[config.mk]
export PLATFORM = sky130hd
export DESIGN_NAME = cascaded_irq_mask_and_dispatch
export DESIGN_NICKNAME = d
export VERILOG_FILES = /design/src/hdl/cimd_pkg.sv /design/src/hdl/cascaded_irq_mask_and_dispatch.sv
export SDC_FILE = /design/constraint.sdc
export NUM_CORES = 1
export LEC_CHECK = 0
export BUFFER_PORTS_ARGS = -buffer_cell sky130_fd_sc_hd__buf_4
export CAP_MARGIN = 20
export CELL_PAD_IN_SITES_DETAIL_PLACEMENT = 1
export CELL_PAD_IN_SITES_GLOBAL_PLACEMENT = 2
export CORE_MARGIN = 2
export CORE_UTILIZATION = 41
export DETAILED_ROUTE_END_ITERATION = 10
export PLACE_DENSITY = 0.81
export SKIP_LAST_GASP = 1
export SYNTH_ARGS = -nofsm -noshare
export SYNTH_HDL_FRONTEND = slang
export SYNTH_SLANG_ARGS = --single-unit
[constraint.sdc]
create_clock -name clk -period 6.24 [get_ports clk]
set_clock_uncertainty 0.05 [all_clocks]
set_input_delay 1.56 -clock clk [delete_from_list [all_inputs] [get_ports clk]]
set_output_delay 1.56 -clock clk [all_outputs]
set_load 0.05 [all_outputs]
[src/hdl/cimd_pkg.sv]
package cimd_pkg;

	// request codes
	localparam logic [1:0] REQ_MASK     = 2'd0;
	localparam logic [1:0] REQ_UNMASK   = 2'd1;
	localparam logic [1:0] REQ_CLEAR    = 2'd2;
	localparam logic [1:0] REQ_DISPATCH = 2'd3;

	// register write targets
	localparam logic [2:0] TGT_NONE     = 3'd0;
	localparam logic [2:0] TGT_PRI_ENA  = 3'd1;
	localparam logic [2:0] TGT_PRI_CLR  = 3'd2;
	localparam logic [2:0] TGT_SEC_A    = 3'd3;
	localparam logic [2:0] TGT_SEC_B    = 3'd4;

	// source numbering
	localparam int PRI_COUNT   = 14;
	localparam int SEC_COUNT   = 5;
	localparam int TOTAL_COUNT = 24;
	localparam int MUX_A_BIT   = 3;
	localparam int MUX_B_BIT   = 13;
	localparam int LEVEL_COUNT = 6;

	localparam logic [15:0] PRI_SET_BIT = 16'h8000;
	localparam logic [7:0]  SEC_SET_BIT = 8'h80;
	localparam logic [7:0]  SEC_PEND_MASK = 8'h1F;

	// primary bits routed to each CPU level (levels 1..6, entry 0 is level 1)
	localparam logic [LEVEL_COUNT-1:0][15:0] LEVEL_MAP = {
		16'h2000, 16'h1800, 16'h0780, 16'h0070, 16'h300C, 16'h0007
	};

	typedef struct packed {
		logic [1:0]  req_type;
		logic [4:0]  irq;
		logic [2:0]  cpu_level;
		logic [15:0] primary_pending;
		logic [15:0] primary_enabled;
		logic [7:0]  sec_a_status;
		logic [7:0]  sec_b_status;
	} req_t;

	typedef struct packed {
		logic        status;
		logic [2:0]  write_target;
		logic [15:0] write_value;
		logic        source_valid;
		logic [4:0]  source_irq;
		logic        last;
	} rsp_t;

endpackage

[src/hdl/cascaded_irq_mask_and_dispatch.sv]
// Cascaded interrupt mask and dispatch. Serves 24 sources: 1..14 are primary
// controller bits 0..13, 15..19 sit on secondary A (cascaded on primary bit 3),
// 20..24 on secondary B (cascaded on primary bit 13). Mask, unmask and clear
// requests each return one result holding the register write a driver would
// issue; mask/unmask also track the secondary enable masks. A dispatch request
// at CPU level 1..6 returns one result per pending source in ascending order,
// the last one carrying the primary pending-clear write for the cascade bits;
// with nothing pending it returns a single result with source_valid low.
// Levels 0 and 7 return nothing. Timing: a request is taken in the idle state
// and decoded in the next cycle; mask/unmask/clear results then load into the
// output register once it is free. For a dispatch, one shared lowest-set-bit
// encoder walks the 24-bit pending vector, one source per cycle while the
// output is not stalled. The output register lets the next request be taken
// while the previous result still waits; a stalled output holds the
// sequencer.
module cascaded_irq_mask_and_dispatch
	import cimd_pkg::*;
(
	input  logic clk,
	input  logic arst_n,
	input  logic req_valid,
	output logic req_ready,
	input  req_t req,
	output logic rsp_valid,
	input  logic rsp_ready,
	output rsp_t rsp
);

	localparam logic [1:0] ST_IDLE = 2'd0;
	localparam logic [1:0] ST_CALC = 2'd1;
	localparam logic [1:0] ST_EMIT = 2'd2;

	logic [1:0]  state_q;
	req_t        req_q;
	logic [4:0]  sec_a_en_q;
	logic [4:0]  sec_b_en_q;
	logic [23:0] pend_q;      // remaining sources to list, bit i = source i+1
	logic [15:0] clr_q;       // pending-clear word for the cascade bits
	logic        rsp_valid_q;
	rsp_t        rsp_q;

	// output slot can take a new result this cycle
	logic out_free;
	// a new result enters the output register this cycle
	logic rsp_load;
	assign out_free  = !rsp_valid_q || rsp_ready;
	assign rsp_load  = out_free && (state_q == ST_EMIT
		|| (state_q == ST_CALC && req_q.req_type != REQ_DISPATCH));
	assign req_ready = (state_q == ST_IDLE);
	assign rsp_valid = rsp_valid_q;
	assign rsp       = rsp_q;

	// ---- decode of the held request ----
	logic        irq_bad;
	logic        irq_pri;
	logic        irq_sec_a;
	logic [3:0]  pri_bit;
	logic [2:0]  sec_bit;
	logic [15:0] pri_onehot;
	logic [7:0]  sec_onehot;
	logic        is_set;

	always_comb begin
		irq_bad    = (req_q.irq == 5'd0) || (req_q.irq > 5'(TOTAL_COUNT));
		irq_pri    = (req_q.irq <= 5'(PRI_COUNT));
		irq_sec_a  = (req_q.irq <= 5'(PRI_COUNT + SEC_COUNT));
		pri_bit    = 4'(req_q.irq - 5'd1);
		if (irq_sec_a) begin
			sec_bit = 3'(req_q.irq - 5'(PRI_COUNT + 1));
		end else begin
			sec_bit = 3'(req_q.irq - 5'(PRI_COUNT + SEC_COUNT + 1));
		end
		pri_onehot = 16'h0001 << pri_bit;
		sec_onehot = 8'h01 << sec_bit;
		is_set     = (req_q.req_type == REQ_UNMASK);
	end

	// single result of a mask, unmask or clear request
	rsp_t calc_rsp;

	always_comb begin
		calc_rsp = '{status: 1'b0, write_target: TGT_NONE, write_value: 16'd0,
			source_valid: 1'b0, source_irq: 5'd0, last: 1'b1};
		if (irq_bad) begin
			calc_rsp.status = 1'b1;
		end else if (req_q.req_type == REQ_CLEAR) begin
			if (irq_pri) begin
				calc_rsp.write_target = TGT_PRI_CLR;
				calc_rsp.write_value  = pri_onehot;
			end
		end else if (irq_pri) begin
			calc_rsp.write_target = TGT_PRI_ENA;
			calc_rsp.write_value  = pri_onehot | (is_set ? PRI_SET_BIT : 16'd0);
		end else begin
			calc_rsp.write_target = irq_sec_a ? TGT_SEC_A : TGT_SEC_B;
			calc_rsp.write_value  = {8'd0, sec_onehot | (is_set ? SEC_SET_BIT : 8'd0)};
		end
	end

	// ---- dispatch preparation: level filter and cascade expansion ----
	logic        lvl_ok;
	logic [15:0] here;
	logic [4:0]  en_a;
	logic [4:0]  en_b;
	logic [23:0] comb;
	logic [15:0] clr_word;

	always_comb begin
		lvl_ok = (req_q.cpu_level != 3'd0) && (req_q.cpu_level != 3'd7);
		here   = req_q.primary_pending & req_q.primary_enabled
			& LEVEL_MAP[3'(req_q.cpu_level - 3'd1)];
		en_a   = req_q.sec_a_status[4:0] & SEC_PEND_MASK[4:0] & sec_a_en_q;
		en_b   = req_q.sec_b_status[4:0] & SEC_PEND_MASK[4:0] & sec_b_en_q;
		comb   = {10'd0, here[13:0]};
		comb[MUX_A_BIT] = 1'b0;
		comb[MUX_B_BIT] = 1'b0;
		clr_word = 16'd0;
		if (here[MUX_A_BIT]) begin
			if (req_q.sec_a_status[7] && (en_a != 5'd0)) begin
				comb[PRI_COUNT +: SEC_COUNT] = en_a;
			end
			clr_word[MUX_A_BIT] = 1'b1;
		end
		if (here[MUX_B_BIT]) begin
			if (req_q.sec_b_status[7] && (en_b != 5'd0)) begin
				comb[PRI_COUNT + SEC_COUNT +: SEC_COUNT] = en_b;
			end
			clr_word[MUX_B_BIT] = 1'b1;
		end
	end

	// ---- shared lowest-set-bit encoder ----
	logic [4:0]  low_idx;
	logic [23:0] pend_rest;
	logic        pend_fin;

	always_comb begin
		low_idx = 5'd0;
		for (int i = TOTAL_COUNT - 1; i >= 0; i--) begin
			if (pend_q[i]) begin
				low_idx = 5'(i);
			end
		end
		pend_rest = pend_q & (pend_q - 24'd1);
		pend_fin  = (pend_rest == 24'd0);
	end

	// ---- sequencer ----
	always_ff @(posedge clk or negedge arst_n) begin
		if (!arst_n) begin
			state_q     <= ST_IDLE;
			rsp_valid_q <= 1'b0;
			sec_a_en_q  <= 5'd0;
			sec_b_en_q  <= 5'd0;
		end else begin
			if (rsp_load) begin
				rsp_valid_q <= 1'b1;
			end else if (rsp_ready) begin
				rsp_valid_q <= 1'b0;
			end
			unique case (state_q)
				ST_IDLE: begin
					if (req_valid) begin
						state_q <= ST_CALC;
					end
				end
				ST_CALC: begin
					if (req_q.req_type == REQ_DISPATCH) begin
						state_q <= lvl_ok ? ST_EMIT : ST_IDLE;
					end else if (out_free) begin
						state_q <= ST_IDLE;
						if ((req_q.req_type == REQ_MASK || req_q.req_type == REQ_UNMASK)
							&& !irq_bad && !irq_pri) begin
							if (irq_sec_a) begin
								sec_a_en_q <= is_set ? (sec_a_en_q | sec_onehot[4:0])
									: (sec_a_en_q & ~sec_onehot[4:0]);
							end else begin
								sec_b_en_q <= is_set ? (sec_b_en_q | sec_onehot[4:0])
									: (sec_b_en_q & ~sec_onehot[4:0]);
							end
						end
					end
				end
				ST_EMIT: begin
					if (out_free) begin
						if (pend_q == 24'd0 || pend_fin) begin
							state_q <= ST_IDLE;
						end
					end
				end
				default: begin
					state_q <= ST_IDLE;
				end
			endcase
		end
	end

	// payload registers
	always_ff @(posedge clk) begin
		if (state_q == ST_IDLE && req_valid) begin
			req_q <= req;
		end
		if (state_q == ST_CALC) begin
			pend_q <= comb;
			clr_q  <= clr_word;
			if (req_q.req_type != REQ_DISPATCH && out_free) begin
				rsp_q <= calc_rsp;
			end
		end
		if (state_q == ST_EMIT && out_free) begin
			pend_q <= pend_rest;
			rsp_q.status       <= 1'b0;
			rsp_q.source_valid <= (pend_q != 24'd0);
			rsp_q.source_irq   <= (pend_q != 24'd0) ? (low_idx + 5'd1) : 5'd0;
			rsp_q.last         <= (pend_q == 24'd0) || pend_fin;
			if ((pend_q == 24'd0 || pend_fin) && (clr_q != 16'd0)) begin
				rsp_q.write_target <= TGT_PRI_CLR;
				rsp_q.write_value  <= clr_q;
			end else begin
				rsp_q.write_target <= TGT_NONE;
				rsp_q.write_value  <= 16'd0;
			end
		end
	end

endmodule

# Word-level counts from Yosys, hierarchy flattened
# Memory sizes are Yosys's and may differ from the RTL's.
# Index checks and enable logic that the tools add are counted.
# op_classes
n_mux	58
shift	2
n_eq_ne	11
addsub	6
bitwise_logic	14
order_cmp	4
n_reduce_logical	37
# op_table
cell	n
5-bit 2-to-1 mux	31
26-bit 2-to-1 mux	3
19-bit 2-to-1 mux	3
24-bit zero test	2
24-bit 2-to-1 mux	2
18-bit 2-to-1 mux	2
14-bit bitwise AND	2
24-bit bitwise AND	1
24-bit nonzero test	1
24-bit by 1-bit subtractor with 24-bit output (second input constant)	1
5-bit bitwise AND	4
16-bit 2-to-1 mux	1
16-bit OR	1
16-bit nonzero test	1
1-bit by 4-bit left shift with 16-bit output (first input constant)	1
14-bit 2-to-1 mux	1
2-bit 2-to-1 mux	6
1-bit logical AND	11
5-bit OR	2
5-bit AND reduction	2
5-bit nonzero test	2
8-bit 2-to-1 mux	1
2-bit != test (second input constant)	4
8-bit OR	1
other kinds (25)	46
# word_totals
n_memories	1
inputBits	62
reg_bits	120
mem_bits_ro	128
elab_cells	152
output_inout_bits	29
# mem_list
name	words	word_bits	read_ports	rd_clocked_by_memory_dff	wr	line_no	text
(name not given)	8	16	1	0	0	cascaded_irq_mask_and_dispatch.sv:111	& LEVEL_MAP[3'(req_q.cpu_level - 3'd1)];

# Logic depth before layout (Yosys ltp)
# depth
ltp_word	27
ltp_mapped	10

# Worst setup path before layout
# No wires, ideal clock.
# synth_timing
kind	in2reg
from	in rsp_ready
to	reg rsp_q, in the netlist rsp[0], enable pin
arrival_time_ns	2.879
setup_time_ns	0.438
slack_ns	2.872
stages	5
path_cell_list	nand2b_1 clkbuf_1 nand2_1 clkbuf_1 nand2_1
# synth_between
elab_chain_len	4
word_cells_on_any_way	6
# synth_lines
item	line_no	text
start, declared	cascaded_irq_mask_and_dispatch.sv:25	input logic rsp_ready,
1-bit logical OR *	cascaded_irq_mask_and_dispatch.sv:46	assign out_free = !rsp_valid_q || rsp_ready;
1-bit logical AND, on equally long branches	cascaded_irq_mask_and_dispatch.sv:206, cascaded_irq_mask_and_dispatch.sv:210	
2-bit nonzero test (no source line)	--	
2-bit AND reduction (no source line) *	--	
end signal, assigned	cascaded_irq_mask_and_dispatch.sv:207	rsp_q <= calc_rsp;
end, declared	cascaded_irq_mask_and_dispatch.sv:40	rsp_t rsp_q;
# Every way passes the cells marked *; elsewhere a longest branch is shown, timed or not.
# A chain may end at the register's enable or synchronous reset.

# Worst setup path after layout
# layout_timing
from	in rsp_ready
to	reg rsp_q, in the netlist rsp[7], enable pin
# Same word-level chain as after synthesis.

==> impl_metrics.toml <==
[status]
outcome = "finished, final reports clean"

[synthesis]
synth_edf_count = 102
yosysMostFrequentCell = "edfxtp_1"
ys.flop_type = "edfxtp_1"
avgSynthCellArea_um2 = 12.2
ys_warn_count = 0
synth_common_cells = "edfxtp_1 (102), nand2_1 (52), nor2_1 (30)"
yosys-top-cells-area = "edfxtp_1 (54%), dfrtp_1 (5.8%), nand2_1 (3.5%)"
synthArstFlopShare = 0.112
yosysTopAreaCell = "edfxtp_1"
netlist_area_um2 = 5650
synth_nets = 539
yosysSeqAreaShare = 0.603
syn_inst = 462
ys_types = 68
synth_top_area_frac = 0.542
ys_ff_latch = 116

[setup_path]
worstRegToRegCells = 4
worst_setup_path_end_kind = "flip-flop"
crit_family = "simple AND/OR/NAND/NOR gates"
cp_data_arrival_time_ns = 3.83
cpMaxStageDelayCell = "nand2_1"
cp_max_fo = 28
r2r-start = "state_q[0]"
path_class = "input pin to flip-flop"
startpoint = "rsp_ready"
cp.required_ns = 6.35
startpoint_type = "input pin"
slowest_delay_ns = 0.84
crit_top_cell = "nand2_1"
critical_path.cell_chain = "buf_4 > nand2b_1 > nand2_1 > nand2_1 > buf_16"
reg2reg_slack_ns = 3.32
timing.rr.end = "rsp[7]"
crit_buf_inv = 2

[global_route]
grt_max_degree = 51
track_usage = 0.203
gr-total-overflow = 0
use_met1 = 0.260
met2_usage = 0.330
grt_busiest_layer = "met2"
grt_pass1_wl_mm = 22.5
use_met3 = 0.0493
antenna_found_initial = 0
grt_pass1_vias = 4336

[place]
dpl.hpwl_mm = 10.2
place_congestion = 0.852
io_buffer_count = 82
post_dp_cell_area_um2 = 6380

[drt]
ant_nets = 0
wl_per_cell_um = 19.3
drt_iter0_markers = 240
first_pass_iters = 4
drc = 0
totalWireLength_mm = 14.2
avgViaCountPerCell = 5.51
via_count = 4053

[timing]
holdWs_ns = 0.456
hold_viol = 0
max-slew-margin-rel = 0.283
setup_viol = 0
min_period_ns = 3.72
fmax_mhz = 269
tightestPinTransition_ns = 1.07
min_period_over_period = 0.595
setup-tns-final_ns = 0
rsz0062_at_grt = "no"
drv_slew = 0

[clocking]
numCtsBuffers = 17
clock-sinks = 116
cts.path.max_buffers = 2
cts_setup_buffers = 0
cts-hold-fix-buffers = 0
path_clk_slew_ns = 0.05
post_cts_resized = 0
ctsHtreeMaxLevel = 4
cts_tree = "built"
clock_latency_ns = 0.41
cts-root-buf = "clkbuf_16"

[hold_path]
min-delay-path-class = "flip-flop to flip-flop"
worstHoldEndpoint = "state_q[0]"
hold_depth = 1
min_from = "state_q[1]"

[floorplanning]
design.die.area_um2 = 14700
num_io_pins = 91
dieWidth_um = 121
coreArea_um2 = 13300
die_y_um = 121
start_util = 0.424
num_rows = 42

[cells_and_area]
multi_input_area_um2 = 2080
drive_gt1_frac = 0.257
fin_nets = 624
syn_to_final_growth_pct = 24.2
fin_area_um2 = 7020
n_antenna_cell = 0
nFillCells = 1379
regArea_um2 = 3410

[power_and_ir_drop]
ir_drop_mv = 0.286
p_leak_uw = 0.00270
power_density_nw_per_um2 = 522

[run]
cap_violations = 0
[per-layer routing]
metal,up-vias,routed length [um]
li1,1945,-
met1,2011,6500
met2,80,6910
met3,17,541
met4,0,224
met5,-,0
[worst max-delay path by stage]
stage | endpoint | depth (start not counted)
after global placement | rsp[12] | 4
after CTS | rsp[19] | 4
final | rsp[7] | 5
after detailed placement | rsp[4] | 4
after floorplan | rsp[0] | 5
after global routing | rsp[7] | 5
[area by class of cell]
type                       instances  area share
clock buffer                      27      0.0730
clock inverter                     5     0.00713
inverter                          17     0.00909
multi-input combinational        310       0.296
sequential                       116       0.485
tap                              176      0.0314
timing repair buffer              85      0.0983
[per-stage QoR]
stage / utilization / total power [uW] / cells / worst slack [ns]
after detailed placement: 0.478 / 2690 / 701 / 1.85
final: 0.526 / 3670 / 736 / 2.52
after floorplan: - / 2290 / 462 / 2.87
after CTS: 0.521 / 3630 / 733 / 2.29
after global routing: 0.526 / 3870 / 736 / 2.35
after global placement: 0.478 / 2650 / 701 / 1.94
[worst reg2reg max path: cells and delay by family (launching register included)]
family / cells / cell delay, ns
simple gates: 3 / 1.90
flops: 1 / 0.42
buf+inv: 1 / 0.23
[power breakdown]
group | internal [uW] | leakage (uW) | switching (uW)
Clock | 597 | 0.000281 | 329
Sequential | 1200 | 0.00116 | 264
Combinational | 423 | 0.00126 | 854
Total | 2220 | 0.00270 | 1450
[state kept, by name, indices dropped and copies added (netlist names), named ones only]
register	flops
rsp_valid	1
req_q	50
rsp	27
state_q	2
clr_q	2
pend_q	24
[logic make-up after synthesis]
kind of cell,share of synthesized area
buf+inv,0.0301
fa+ha+maj,0.0350
compound gates,0.114
flops,0.603
mux,0.0283
xor+xnor,0.00465
simple gates,0.185
[placed cells by master, fill, tap and decap left out, drive strengths merged, types with 12 or more instances in the layout]
cell	netlist	final
dfrtp	13	13
o21ai	25	25
nand3	22	22
inv	17	17
edfxtp	102	102
clkbuf	11	27
nor2	31	31
buf	8	85
nand2	52	52
o22ai	15	15
and3	12	12
ha	15	15
nor4	13	13
Note: power is estimated with default switching activity, not from simulation.
